**config.mk**
```make
export PLATFORM = sky130hd
export DESIGN_NAME = frame_rate_meter
export DESIGN_NICKNAME = d
export VERILOG_FILES = /design/src/design/frm_pkg.sv /design/src/design/frm_cell.sv /design/src/design/frm_div.sv /design/src/design/frame_rate_meter.sv
export SDC_FILE = /design/constraint.sdc
export NUM_CORES = 2
export LEC_CHECK = 0
export BUFFER_PORTS_ARGS = -buffer_cell sky130_fd_sc_hd__buf_2
export CAP_MARGIN = 20
export CORE_ASPECT_RATIO = 1.5
export CORE_MARGIN = 2
export CORE_UTILIZATION = 38
export CTS_BUF_LIST = sky130_fd_sc_hd__clkbuf_8
export DETAILED_ROUTE_END_ITERATION = 6
export PLACE_DENSITY = 0.64
export SETUP_SLACK_MARGIN = 0.4
export SLEW_MARGIN = 40
export SYNTH_ARGS = -nofsm -noshare
export SYNTH_HDL_FRONTEND = slang
export SYNTH_SLANG_ARGS = --single-unit
```
**constraint.sdc**
```tcl
create_clock -name clk_i -period 44.9 [get_ports clk_i]
set_input_delay 8.98 -clock clk_i [delete_from_list [all_inputs] [get_ports clk_i]]
set_output_delay 8.98 -clock clk_i [all_outputs]
set_load 0.01 [all_outputs]
```
**src/design/frm_pkg.sv**
```systemverilog
`default_nettype none

package frm_pkg;

  // field widths
  localparam int unsigned STAMP_W = 48;
  localparam int unsigned WIN_W   = 32;
  localparam int unsigned RATE_W  = 24;

  // ring depth default
  localparam int unsigned DEPTH_DEF = 32;

  // rate numerator and window reset value
  localparam logic [RATE_W-1:0] RATE_NUM     = 24'd10000000;
  localparam logic [WIN_W-1:0]  WINDOW_RESET = 32'd1000000;

  // divider step counter, holds up to STAMP_W
  localparam int unsigned DIV_CNT_W = $clog2(STAMP_W + 1);

  // per-cell control: load shifts a new stamp in, rotate walks the row
  typedef struct packed {
    logic load;
    logic rotate;
  } cell_ctl_t;

  // divider request and response
  typedef struct packed {
    logic                 start;
    logic [DIV_CNT_W-1:0] steps;
  } div_req_t;

  typedef struct packed {
    logic busy;
    logic done;
  } div_rsp_t;

endpackage

`default_nettype wire

```
**src/design/frm_cell.sv**
```systemverilog
`default_nettype none

module frm_cell (
  input  logic                         clk_i,
  input  frm_pkg::cell_ctl_t           ctl_i,
  input  logic [frm_pkg::STAMP_W-1:0]  left_i,
  input  logic [frm_pkg::STAMP_W-1:0]  right_i,
  output logic [frm_pkg::STAMP_W-1:0]  q_o
);
  import frm_pkg::*;

  logic [STAMP_W-1:0] stamp_q;

  // new item shifts in from the left, walk rotates in from the right
  always_ff @(posedge clk_i) begin
    if (ctl_i.load) begin
      stamp_q <= left_i;
    end else if (ctl_i.rotate) begin
      stamp_q <= right_i;
    end
  end

  assign q_o = stamp_q;

endmodule

`default_nettype wire

```
**src/design/frm_div.sv**
```systemverilog
`default_nettype none

module frm_div (
  input  logic                         clk_i,
  input  logic                         rst_ni,
  input  frm_pkg::div_req_t            req_i,
  input  logic [frm_pkg::STAMP_W-1:0]  num_i,
  input  logic [frm_pkg::STAMP_W-1:0]  den_i,
  output frm_pkg::div_rsp_t            rsp_o,
  output logic [frm_pkg::STAMP_W-1:0]  quo_o
);
  import frm_pkg::*;

  logic                 busy_q, busy_d;
  logic                 done_q, done_d;
  logic [DIV_CNT_W-1:0] cnt_q, cnt_d;
  logic [STAMP_W-1:0]   rem_q, rem_d;
  logic [STAMP_W-1:0]   quo_q, quo_d;
  logic [STAMP_W-1:0]   den_q, den_d;
  logic [STAMP_W:0]     shifted;
  logic [STAMP_W:0]     diff;
  logic                 fits;

  // one restoring step: bring down the next numerator bit, try subtract
  assign shifted = {rem_q, quo_q[STAMP_W-1]};
  assign diff    = shifted - {1'b0, den_q};
  assign fits    = shifted >= {1'b0, den_q};

  always_comb begin
    busy_d = busy_q;
    done_d = 1'b0;
    cnt_d  = cnt_q;
    rem_d  = rem_q;
    quo_d  = quo_q;
    den_d  = den_q;
    if (req_i.start) begin
      busy_d = 1'b1;
      cnt_d  = req_i.steps;
      rem_d  = '0;
      quo_d  = num_i;
      den_d  = den_i;
    end else if (busy_q) begin
      rem_d = fits ? diff[STAMP_W-1:0] : shifted[STAMP_W-1:0];
      quo_d = {quo_q[STAMP_W-2:0], fits};
      cnt_d = cnt_q - DIV_CNT_W'(1);
      if (cnt_q == DIV_CNT_W'(1)) begin
        busy_d = 1'b0;
        done_d = 1'b1;
      end
    end
  end

  // control state
  always_ff @(posedge clk_i or negedge rst_ni) begin
    if (!rst_ni) begin
      busy_q <= 1'b0;
      done_q <= 1'b0;
      cnt_q  <= '0;
    end else begin
      busy_q <= busy_d;
      done_q <= done_d;
      cnt_q  <= cnt_d;
    end
  end

  // datapath
  always_ff @(posedge clk_i) begin
    rem_q <= rem_d;
    quo_q <= quo_d;
    den_q <= den_d;
  end

  assign rsp_o.busy = busy_q;
  assign rsp_o.done = done_q;
  assign quo_o      = quo_q;

endmodule

`default_nettype wire

```
**src/design/frame_rate_meter.sv**
```systemverilog
// channel   | valid       | stall        | payload
// ----------+-------------+--------------+--------------------------------
// input     | in_valid_i  | in_stall_o   | timestamp_us_i
// output    | out_valid_o | out_stall_i  | rate_x10_o, rate_valid_o
// config    | cfg_window_we_i (no stall)  | cfg_window_us_i
//
// an item before the ring has filled goes straight to the result hand-off with a zero, not-valid rate
// once filled, an item takes a walk rotating the cell row, then span / intervals
// and 10^7 / average in the shared bit-serial divider, then the result hand-off
// a zero average interval skips the second division
// the input is stalled from acceptance until the result enters the output register
// a stalled result holds in the output register; the next item waits for it
// reset clears control state and sets window_us to 1000000; stamps are not reset
`default_nettype none

module frame_rate_meter #(
  parameter int unsigned DEPTH = frm_pkg::DEPTH_DEF
) (
  input  logic                         clk_i,
  input  logic                         rst_ni,
  input  logic                         in_valid_i,
  output logic                         in_stall_o,
  input  logic [frm_pkg::STAMP_W-1:0]  timestamp_us_i,
  output logic                         out_valid_o,
  input  logic                         out_stall_i,
  output logic [frm_pkg::RATE_W-1:0]   rate_x10_o,
  output logic                         rate_valid_o,
  input  logic                         cfg_window_we_i,
  input  logic [frm_pkg::WIN_W-1:0]    cfg_window_us_i
);
  import frm_pkg::*;

  localparam int unsigned CW = $clog2(DEPTH);

  localparam logic [2:0] S_IDLE = 3'd0;
  localparam logic [2:0] S_WALK = 3'd1;
  localparam logic [2:0] S_DIV1 = 3'd2;
  localparam logic [2:0] S_DIV2 = 3'd3;
  localparam logic [2:0] S_DONE = 3'd4;

  logic [2:0]          state_q, state_d;
  logic [WIN_W-1:0]    window_q;
  logic [CW-1:0]       slot_q, slot_d;
  logic                filled_q, filled_d;
  logic [CW-1:0]       walk_q, walk_d;
  logic                found_q, found_d;
  logic [STAMP_W-1:0]  newest_q, newest_d;
  logic [STAMP_W-1:0]  span_q, span_d;
  logic [CW-1:0]       ivl_q, ivl_d;
  logic [RATE_W-1:0]   res_rate_q, res_rate_d;
  logic                res_valid_q, res_valid_d;
  logic                out_valid_q;
  logic [RATE_W-1:0]   out_rate_q;
  logic                out_rvalid_q;

  logic                in_acc;
  logic                out_free;
  logic                out_load;
  logic                walk_last;
  logic [STAMP_W-1:0]  span;
  logic                over;
  cell_ctl_t           cell_ctl;
  div_req_t            div_req;
  div_rsp_t            div_rsp;
  logic [STAMP_W-1:0]  div_num;
  logic [STAMP_W-1:0]  div_den;
  logic [STAMP_W-1:0]  div_quo;
  logic [STAMP_W-1:0]  cell_q [DEPTH];

  assign in_stall_o = (state_q != S_IDLE);
  assign in_acc     = in_valid_i && !in_stall_o;
  assign out_free   = !out_valid_q || !out_stall_i;
  assign out_load   = (state_q == S_DONE) && out_free;
  assign walk_last  = (walk_q == CW'(DEPTH - 1));

  // row of stamp cells, newest in cell 0
  assign cell_ctl.load   = in_acc;
  assign cell_ctl.rotate = (state_q == S_WALK);

  for (genvar i = 0; i < DEPTH; i++) begin : g_cell
    logic [STAMP_W-1:0] left, right;
    if (i == 0) begin : g_first
      assign left = timestamp_us_i;
    end else begin : g_mid_l
      assign left = cell_q[i-1];
    end
    if (i == DEPTH - 1) begin : g_last
      assign right = cell_q[0];
    end else begin : g_mid_r
      assign right = cell_q[i+1];
    end
    frm_cell u_cell (
      .clk_i   (clk_i),
      .ctl_i   (cell_ctl),
      .left_i  (left),
      .right_i (right),
      .q_o     (cell_q[i])
    );
  end

  // span from the newest stamp to the entry now at the head of the row
  assign span = newest_q - cell_q[0];
  assign over = span > {{(STAMP_W - WIN_W){1'b0}}, window_q};

  // shared divider requests
  always_comb begin
    div_req.start = 1'b0;
    div_req.steps = DIV_CNT_W'(STAMP_W);
    div_num       = span_q;
    div_den       = {{(STAMP_W - CW){1'b0}}, ivl_q};
    if (state_q == S_WALK && walk_last) begin
      // the oldest entry may be chosen in this very cycle
      div_req.start = 1'b1;
      div_num       = span_d;
      div_den       = {{(STAMP_W - CW){1'b0}}, ivl_d};
    end else if (state_q == S_DIV1 && div_rsp.done && div_quo != '0) begin
      div_req.start = 1'b1;
      div_req.steps = DIV_CNT_W'(RATE_W);
      div_num       = {RATE_NUM, {(STAMP_W - RATE_W){1'b0}}};
      div_den       = div_quo;
    end
  end

  frm_div u_div (
    .clk_i  (clk_i),
    .rst_ni (rst_ni),
    .req_i  (div_req),
    .num_i  (div_num),
    .den_i  (div_den),
    .rsp_o  (div_rsp),
    .quo_o  (div_quo)
  );

  // sequencer
  always_comb begin
    state_d     = state_q;
    slot_d      = slot_q;
    filled_d    = filled_q;
    walk_d      = walk_q;
    found_d     = found_q;
    newest_d    = newest_q;
    span_d      = span_q;
    ivl_d       = ivl_q;
    res_rate_d  = res_rate_q;
    res_valid_d = res_valid_q;
    unique case (state_q)
      S_IDLE: begin
        if (in_acc) begin
          newest_d = timestamp_us_i;
          walk_d   = '0;
          found_d  = 1'b0;
          if (slot_q == CW'(DEPTH - 1)) begin
            slot_d   = '0;
            filled_d = 1'b1;
          end else begin
            slot_d = slot_q + CW'(1);
          end
          if (filled_q || slot_q == CW'(DEPTH - 1)) begin
            state_d = S_WALK;
          end else begin
            res_rate_d  = '0;
            res_valid_d = 1'b0;
            state_d     = S_DONE;
          end
        end
      end
      S_WALK: begin
        // first entry past the window, else the oldest
        if (walk_q != '0 && !found_q && (over || walk_last)) begin
          found_d = 1'b1;
          span_d  = span;
          ivl_d   = walk_q;
        end
        walk_d = walk_q + CW'(1);
        if (walk_last) begin
          state_d = S_DIV1;
        end
      end
      S_DIV1: begin
        if (div_rsp.done) begin
          if (div_quo == '0) begin
            res_rate_d  = RATE_NUM;
            res_valid_d = 1'b1;
            state_d     = S_DONE;
          end else begin
            state_d = S_DIV2;
          end
        end
      end
      S_DIV2: begin
        if (div_rsp.done) begin
          res_rate_d  = div_quo[RATE_W-1:0];
          res_valid_d = 1'b1;
          state_d     = S_DONE;
        end
      end
      S_DONE: begin
        if (out_free) begin
          state_d = S_IDLE;
        end
      end
      default: begin
        state_d = S_IDLE;
      end
    endcase
  end

  // control state
  always_ff @(posedge clk_i or negedge rst_ni) begin
    if (!rst_ni) begin
      state_q     <= S_IDLE;
      window_q    <= WINDOW_RESET;
      slot_q      <= '0;
      filled_q    <= 1'b0;
      walk_q      <= '0;
      found_q     <= 1'b0;
      out_valid_q <= 1'b0;
    end else begin
      state_q  <= state_d;
      slot_q   <= slot_d;
      filled_q <= filled_d;
      walk_q   <= walk_d;
      found_q  <= found_d;
      if (cfg_window_we_i) begin
        window_q <= cfg_window_us_i;
      end
      if (out_load) begin
        out_valid_q <= 1'b1;
      end else if (!out_stall_i) begin
        out_valid_q <= 1'b0;
      end
    end
  end

  // payload
  always_ff @(posedge clk_i) begin
    newest_q    <= newest_d;
    span_q      <= span_d;
    ivl_q       <= ivl_d;
    res_rate_q  <= res_rate_d;
    res_valid_q <= res_valid_d;
    if (out_load) begin
      out_rate_q   <= res_rate_q;
      out_rvalid_q <= res_valid_q;
    end
  end

  assign out_valid_o  = out_valid_q;
  assign rate_x10_o   = out_rate_q;
  assign rate_valid_o = out_rvalid_q;

  // an accepted item closes the input the next cycle
  a_acc_stalls: assert property (@(posedge clk_i) disable iff (!rst_ni)
    in_acc |=> in_stall_o)
    else $error("input open right after an item was taken");

  // the walk always settles on an entry
  a_walk_found: assert property (@(posedge clk_i) disable iff (!rst_ni)
    (state_q == S_WALK && walk_last) |=> found_q)
    else $error("walk ended without a chosen entry");

  // divider finishes only while a division is awaited
  a_div_done: assert property (@(posedge clk_i) disable iff (!rst_ni)
    div_rsp.done |-> (state_q == S_DIV1 || state_q == S_DIV2))
    else $error("divider done outside a division state");

  // a division starts only on an idle divider
  a_div_start_idle: assert property (@(posedge clk_i) disable iff (!rst_ni)
    div_req.start |-> !div_rsp.busy)
    else $error("divider started while busy");

  // a not-valid result carries a zero rate
  a_invalid_zero: assert property (@(posedge clk_i) disable iff (!rst_ni)
    (out_valid_o && !rate_valid_o) |-> (rate_x10_o == '0))
    else $error("nonzero rate on a not-valid result");

endmodule

`default_nettype wire

```
# Word level (Yosys, flattened, before mapping)
# Cells that the tools add are included.
[word_totals] wordCells=221 ff_bits=1887
[op_classes] eq_ne=16 bitwise_logic=1 n_mux=114 magnitude_cmp=2 n_reduce_logical=30 n_addsub=5
[ops] op="48-bit 2-to-1 mux" count=71
[ops] op="24-bit 2-to-1 mux" count=5
[ops] op="48-bit subtractor" count=2
[ops] op="24-bit one-hot mux with 3 select lines" count=1
[ops] op="49-bit by 48-bit >= comparator with 1-bit output" count=1
[ops] op="48-bit by 32-bit > comparator with 1-bit output" count=1
[ops] op="48-bit zero test" count=1
[ops] op="48-bit nonzero test" count=1
[ops] op="5-bit 2-to-1 mux" count=6
[ops] op="3-bit 2-to-1 mux" count=7
[ops] op="6-bit 2-to-1 mux" count=3
[ops] op="1-bit 2-to-1 mux" count=16
[ops] op="3-bit one-hot mux with 5 select lines" count=1
[ops] op="5-bit by 1-bit adder with 5-bit output (second input constant)" count=2
[ops] op="5-bit equality test (second input constant)" count=2
[ops] op="2-bit by 1-bit != test with 1-bit output (second input constant)" count=5
[ops] op="5-bit one-hot mux with 2 select lines" count=1
[ops] op="2-bit != test (second input constant)" count=4
[ops] op="1-bit logical AND" count=7
[ops] op="7-bit 2-to-1 mux" count=1
[ops] op="3-bit by 2-bit equality test with 1-bit output (second input constant)" count=2
[ops] op="6-bit by 1-bit equality test with 1-bit output (second input constant)" count=1
[ops] op="3-bit AND reduction" count=2
[ops] op="6-bit AND reduction" count=1
[ops] op="other kinds (15)" count=24

# Logic depth before layout (Yosys ltp)
[depth] word_depth=8 mapped_depth=26 depth_no_buf=24

# By module
# A second synthesis with hierarchy kept.
[unflattened] hier_cells=5461 hier_area_um2=87298.7
[modules_own_cells] mod="frm_cell" seq_area_each_um2=1441.4 cells_each=102 area_each_um2=2067.0 n_inst=32
[modules_own_cells] mod="frame_rate_meter" seq_area_each_um2=5213.8 cells_each=1302 area_each_um2=12096.6 n_inst=1
[modules_own_cells] mod="frm_div" seq_area_each_um2=4043.9 cells_each=895 area_each_um2=9058.7 n_inst=1

# Least setup slack after synthesis
# Ideal clock, no wire load.
[synth_timing] kind="input-to-reg" from="in in_valid_i" to="reg g_cell[0].u_cell.stamp_q[0], enable pin" setup_ps=1856 stages=5 t_arrival_ps=38918 path_slack_ps=4125 path_cell_list="nand2_1 clkinv_1 clkbuf_1 nor2_1 inv_1"
[synth_via] elab_chain_cells=2
[synth_rtl] element="start: declaration" line_no="frame_rate_meter.sv:21" source="input logic in_valid_i,"
[synth_rtl] element="1-bit logical AND" line_no="frame_rate_meter.sv:71" source="assign in_acc = in_valid_i && !in_stall_o;"
[synth_rtl] element="2-bit nonzero test (no line)"
[synth_rtl] element="end signal: assignment" line_no="frm_cell.sv:17" source="stamp_q <= left_i;"
[synth_rtl] element="end signal: assignment" line_no="frm_cell.sv:19" source="stamp_q <= right_i;"
[synth_rtl] element="end: declaration" line_no="frm_cell.sv:12" source="logic [STAMP_W-1:0] stamp_q;"
# Every way passes these cells.
# A chain may end at the register's enable or synchronous reset.

# Worst setup path after layout
[layout_timing] from="in in_valid_i" to="reg g_cell[28].u_cell.stamp_q[32], enable pin"
[layout_via] elab_chain_cells=2
[layout_rtl] element="1-bit logical AND" line_no="frame_rate_meter.sv:71"
[layout_rtl] element="2-bit nonzero test (no line)"
[layout_rtl] element="end signal: assignment" line_no="frm_cell.sv:17"
[layout_rtl] element="end signal: assignment" line_no="frm_cell.sv:19"
[layout_rtl] element="end: declaration" line_no="frm_cell.sv:12"
# Every way passes these cells.

==> impl_results.md <==
* CTS sink cnt at between 1500 and 2000
* Post-cts sizing count at 0
* RSZ-0062 raised after global routing: no
* Root Driver: clkbuf_8
* WL final at roughly 180000 µm
* Routed len/inst at 15.39 µm
* Top Metal Used: met5
* Initial Util at about two fifths
* Register area share after synthesis at 65.06%
* Internal at between 3 and 4 mW
* Worst slew pin tran at between 0.8 and 0.9 ns
* Largest net degree at the start of global routing at 229
* CTS tree: yes
* Maximum root-to-sink buffer count at 4
* Net Count, Synth at 8762
* Clock transition at path regs at around 0.06 ns
* Vias in the first global route at between 50000 and 60000
* PD cells at approximately 53 nW/µm²
* Rows at 212
* Final net count at between 8000 and 9000
* WP data arrival at about 14 ns
* CP Data Required Time at between 40 and 50 ns
* DRC viols at 0
* Ports at approximately 110
* Die height at 583.7 µm
* Switching power at around 1.6 mW
* H-Tree Depth at 5
* DP Cell Count at between 10000 and 15000
* Post-synth EDFFs at ~1700
* Grt ovf at 0
* Clk_skew at between 0.09 and 0.1 ns
* Clock network power share at around a quarter
* Vias at roughly 58000
* Yosys reg bits at ~1900
* # setup viols final at 0
* Worst path slowest cell: buf_4
* Outcome: complete, no violations
* Leak at about 41 nW
* Detailed Routing Iterations Pass 1 at 6
* Multi-input logic area at between 20000 and 30000 µm²
* Synth Cell Area at roughly 85000 µm²
* Fillers at ~21000
* Total track usage at roughly 15%
* Detail Route Antenna Nets at 0
* Sum Neg Setup Slack at 0 ns
* Met3 WL at 8675 µm
* Worst VDD drop at 24.80 µV
* CTS Buf Count at 290
* Max-Slew Margin vs Limit at between 40% and 50%
* Share of layout cells above drive strength 1 at 7.259%
* Die footprint at between 200000 and 250000 µm²
* Top cells by area, synth: edfxtp_1 (61%), nand2_1 (21%), dfxtp_1 (2.4%)
* Ys Warns at 0
* Area share of the largest cell type after synthesis at a little over 60%
* First-pass GRT wire length at just under 300000 µm
* Area leader, netlist: edfxtp_1
* Met1 wire length at 76520 µm
* Combinational power share at between 20% and 30%
* Achievable frequency at about 73 MHz
* Setup bufs post-CTS at 0
* Flop pwr share at between 50% and 60%
* Switch share at 31.44%
* Crit end category: flip-flop
* Top FF cell, synth: edfxtp_1
* Post-synthesis async set-or-reset flop share at under 10%
* Hold_buf cts at 0
* Initial antenna violation count at 25
* WL met2 at between 80000 and 90000 µm
* Max Cap Viol at 0
* Final min period at around 14 ns
* Worst-Skew Late Latency at approximately 0.9 ns
* Initial DRC count at 4707
* Layout Cells excl Fill at between 10000 and 15000
* CP Class: in -> reg
* CP Launch Type: input port
* Crit-path cells: buf_2 > nand2_8 > inv_8 > nor2_1 > inv_12 > buf_6 > buf_4 > buf_6 > buf_6 > buf_6
* Sequential cell area at 55390 µm²
* Critical path's most frequent cell: buf_6
* Routability congestion estimate at ~0.90
* Area grow syn2layout at 10.01%
* Largest stage delay, worst path at 0.73 ns
* DR vias/cell at between 4 and 5
* PortBufs at approximately 110
* Final slew viol count at 0
* Period utilization at a little under a third
* Library cells used by synthesis at 92
* Final Hold Viols at 0
* Core area at approximately 220000 µm²
* Mapped Avg Cell Area at 9.967 µm²
* Worst-path maximum fanout at about 140
* Placed wire-length estimate at roughly 120000 µm
* Die Wd at 390.5 µm
* Worst min path class: reg -> reg
* Syn Inst Count at 8541
## registers in the layout, indices dropped and copies added, names as in the netlist, 3 cells and up
signal and flops:
g_cell.u_cell.q_o 1536, ivl_q 5, newest_q 48, rate_x10_o 24, res_rate_q 24, slot_q 5, span_q 48, state_q 3
u_div.cnt_q 6, u_div.den_q 48, u_div.quo_o 48, u_div.rem_q 48, walk_q 5, window_q 32
## path summary, 6_finish.rpt
kind                            cells past startpoint  slack, ns                                  end                              start
worst max-delay path                               10      31.13  g_cell[28].u_cell.q_o[32]$_DFFE_PP_                         in_valid_i
worst min-delay path                                0       0.43             rate_x10_o[14]$_DFFE_PP_           res_rate_q[14]$_DFFE_PP_
worst max register to register                     24      37.25                    span_q[1]$_DFF_P_  g_cell[0].u_cell.q_o[0]$_DFFE_PP_
worst min register to register                      0       0.43             rate_x10_o[14]$_DFFE_PP_           res_rate_q[14]$_DFFE_PP_
max in group asynchronous                           2      35.96             window_q[18]$_DFFE_PN1P_                             rst_ni
min in group asynchronous                           1       8.02              window_q[0]$_DFFE_PN0P_                             rst_ni
## through the flow
step           hold WS, ns  worst slack, ns  util (%)  area, µm²  power (mW)
2_1_floorplan       0.4003            4.125         -      85130       3.800
3_3_place_gp        0.4223            28.49     39.60      88130       3.669
3_5_place_dp        0.4234            29.46     39.69      88330       3.725
4_1_cts             0.4325            30.43     42.02      93500       5.069
5_1_grt             0.4340            30.80     42.07      93620       5.325
6_report            0.4285            31.13     42.08      93650       5.003
## power groups by stage
| stage | Combinational, mW | Sequential, mW | Clock, mW |
|---|---|---|---|
| 2_1_floorplan | 0.781 | 3.02 | 0 |
| 3_3_place_gp | 1.01 | 2.66 | 0 |
| 3_5_place_dp | 1.06 | 2.67 | 0 |
| 4_1_cts | 1.06 | 2.63 | 1.37 |
| 5_1_grt | 1.21 | 2.67 | 1.44 |
| 6_report | 1.04 | 2.63 | 1.33 |
## cell usage after synthesis (9+ instances only)
library cell and n:
a21o_1 52, a21oi_1 169, a31oi_1 28, a32oi_1 36
and2_1 40, and3_1 28, buf_1 29, buf_2 12
clkbuf_1 389, dfrtp_1 49, dfxtp_1 101, edfxtp_1 1730
ha_1 134, inv_1 184, mux2_2 19, mux2_4 27
mux2i_1 47, nand2_1 4655, nand2b_1 16, nand3_1 35
nand4_1 35, nor2_1 106, nor3_1 40, nor4_1 20
o211ai_1 13, o21a_1 19, o21ai_0 255, o21bai_1 16
o31ai_1 9, or3_1 9, xnor2_1 45, xor2_1 29
## layout make-up
class	count	share of cell area, %
flip-flops and latches	1887	59.14
multi-input cells	6023	29.21
clock buffers	298	4.380
well taps	2889	3.860
repair buffers	184	1.452
clock inverters	210	1.148
inverters	187	0.7709
diodes	15	0.04008
## critical path, delay by kind of cell
kind                   cells  cell delay [ns]
buffers and inverters      8             4.36
and+or+nand+nor            2             0.52
## logic make-up after synthesis
logic type	count (synthesis)	share of synthesized area [%]
AND/OR/NAND/NOR	5025	22.91
flip-flops	1887	65.06
AO/OA/AOI/OAI	691	4.996
buffers and inverters	631	2.923
adder cells (fa/ha/maj)	136	2.017
multiplexers	97	1.333
XOR/XNOR	74	0.7614
## cell usage in the layout (no fill, tap or decap), types with 31 or more instances in the layout
cell and instances:
a21o_1 52, a21oi_1 168, a32oi_1 36, and2_1 40, buf_2 110, buf_4 34, buf_6 31, clkbuf_8 298
clkinv_1 61, clkinv_2 32, dfrtp_1 48, dfxtp_1 101, edfxtp_1 1730, ha_1 134, inv_1 275, mux2i_1 47
nand2_1 4654, nand3_1 35, nand4_1 35, nor2_1 102, nor3_1 37, o21ai_0 255, xnor2_1 45
## metal layers
layer  global-route usage [%]  up-vias
met2                    25.88     1187
met5                        0        -
met3                    2.320      410
met4                    6.415       20
li1                         -    28590
met1                    19.58    28050
(Power assumes the default switching activity.)
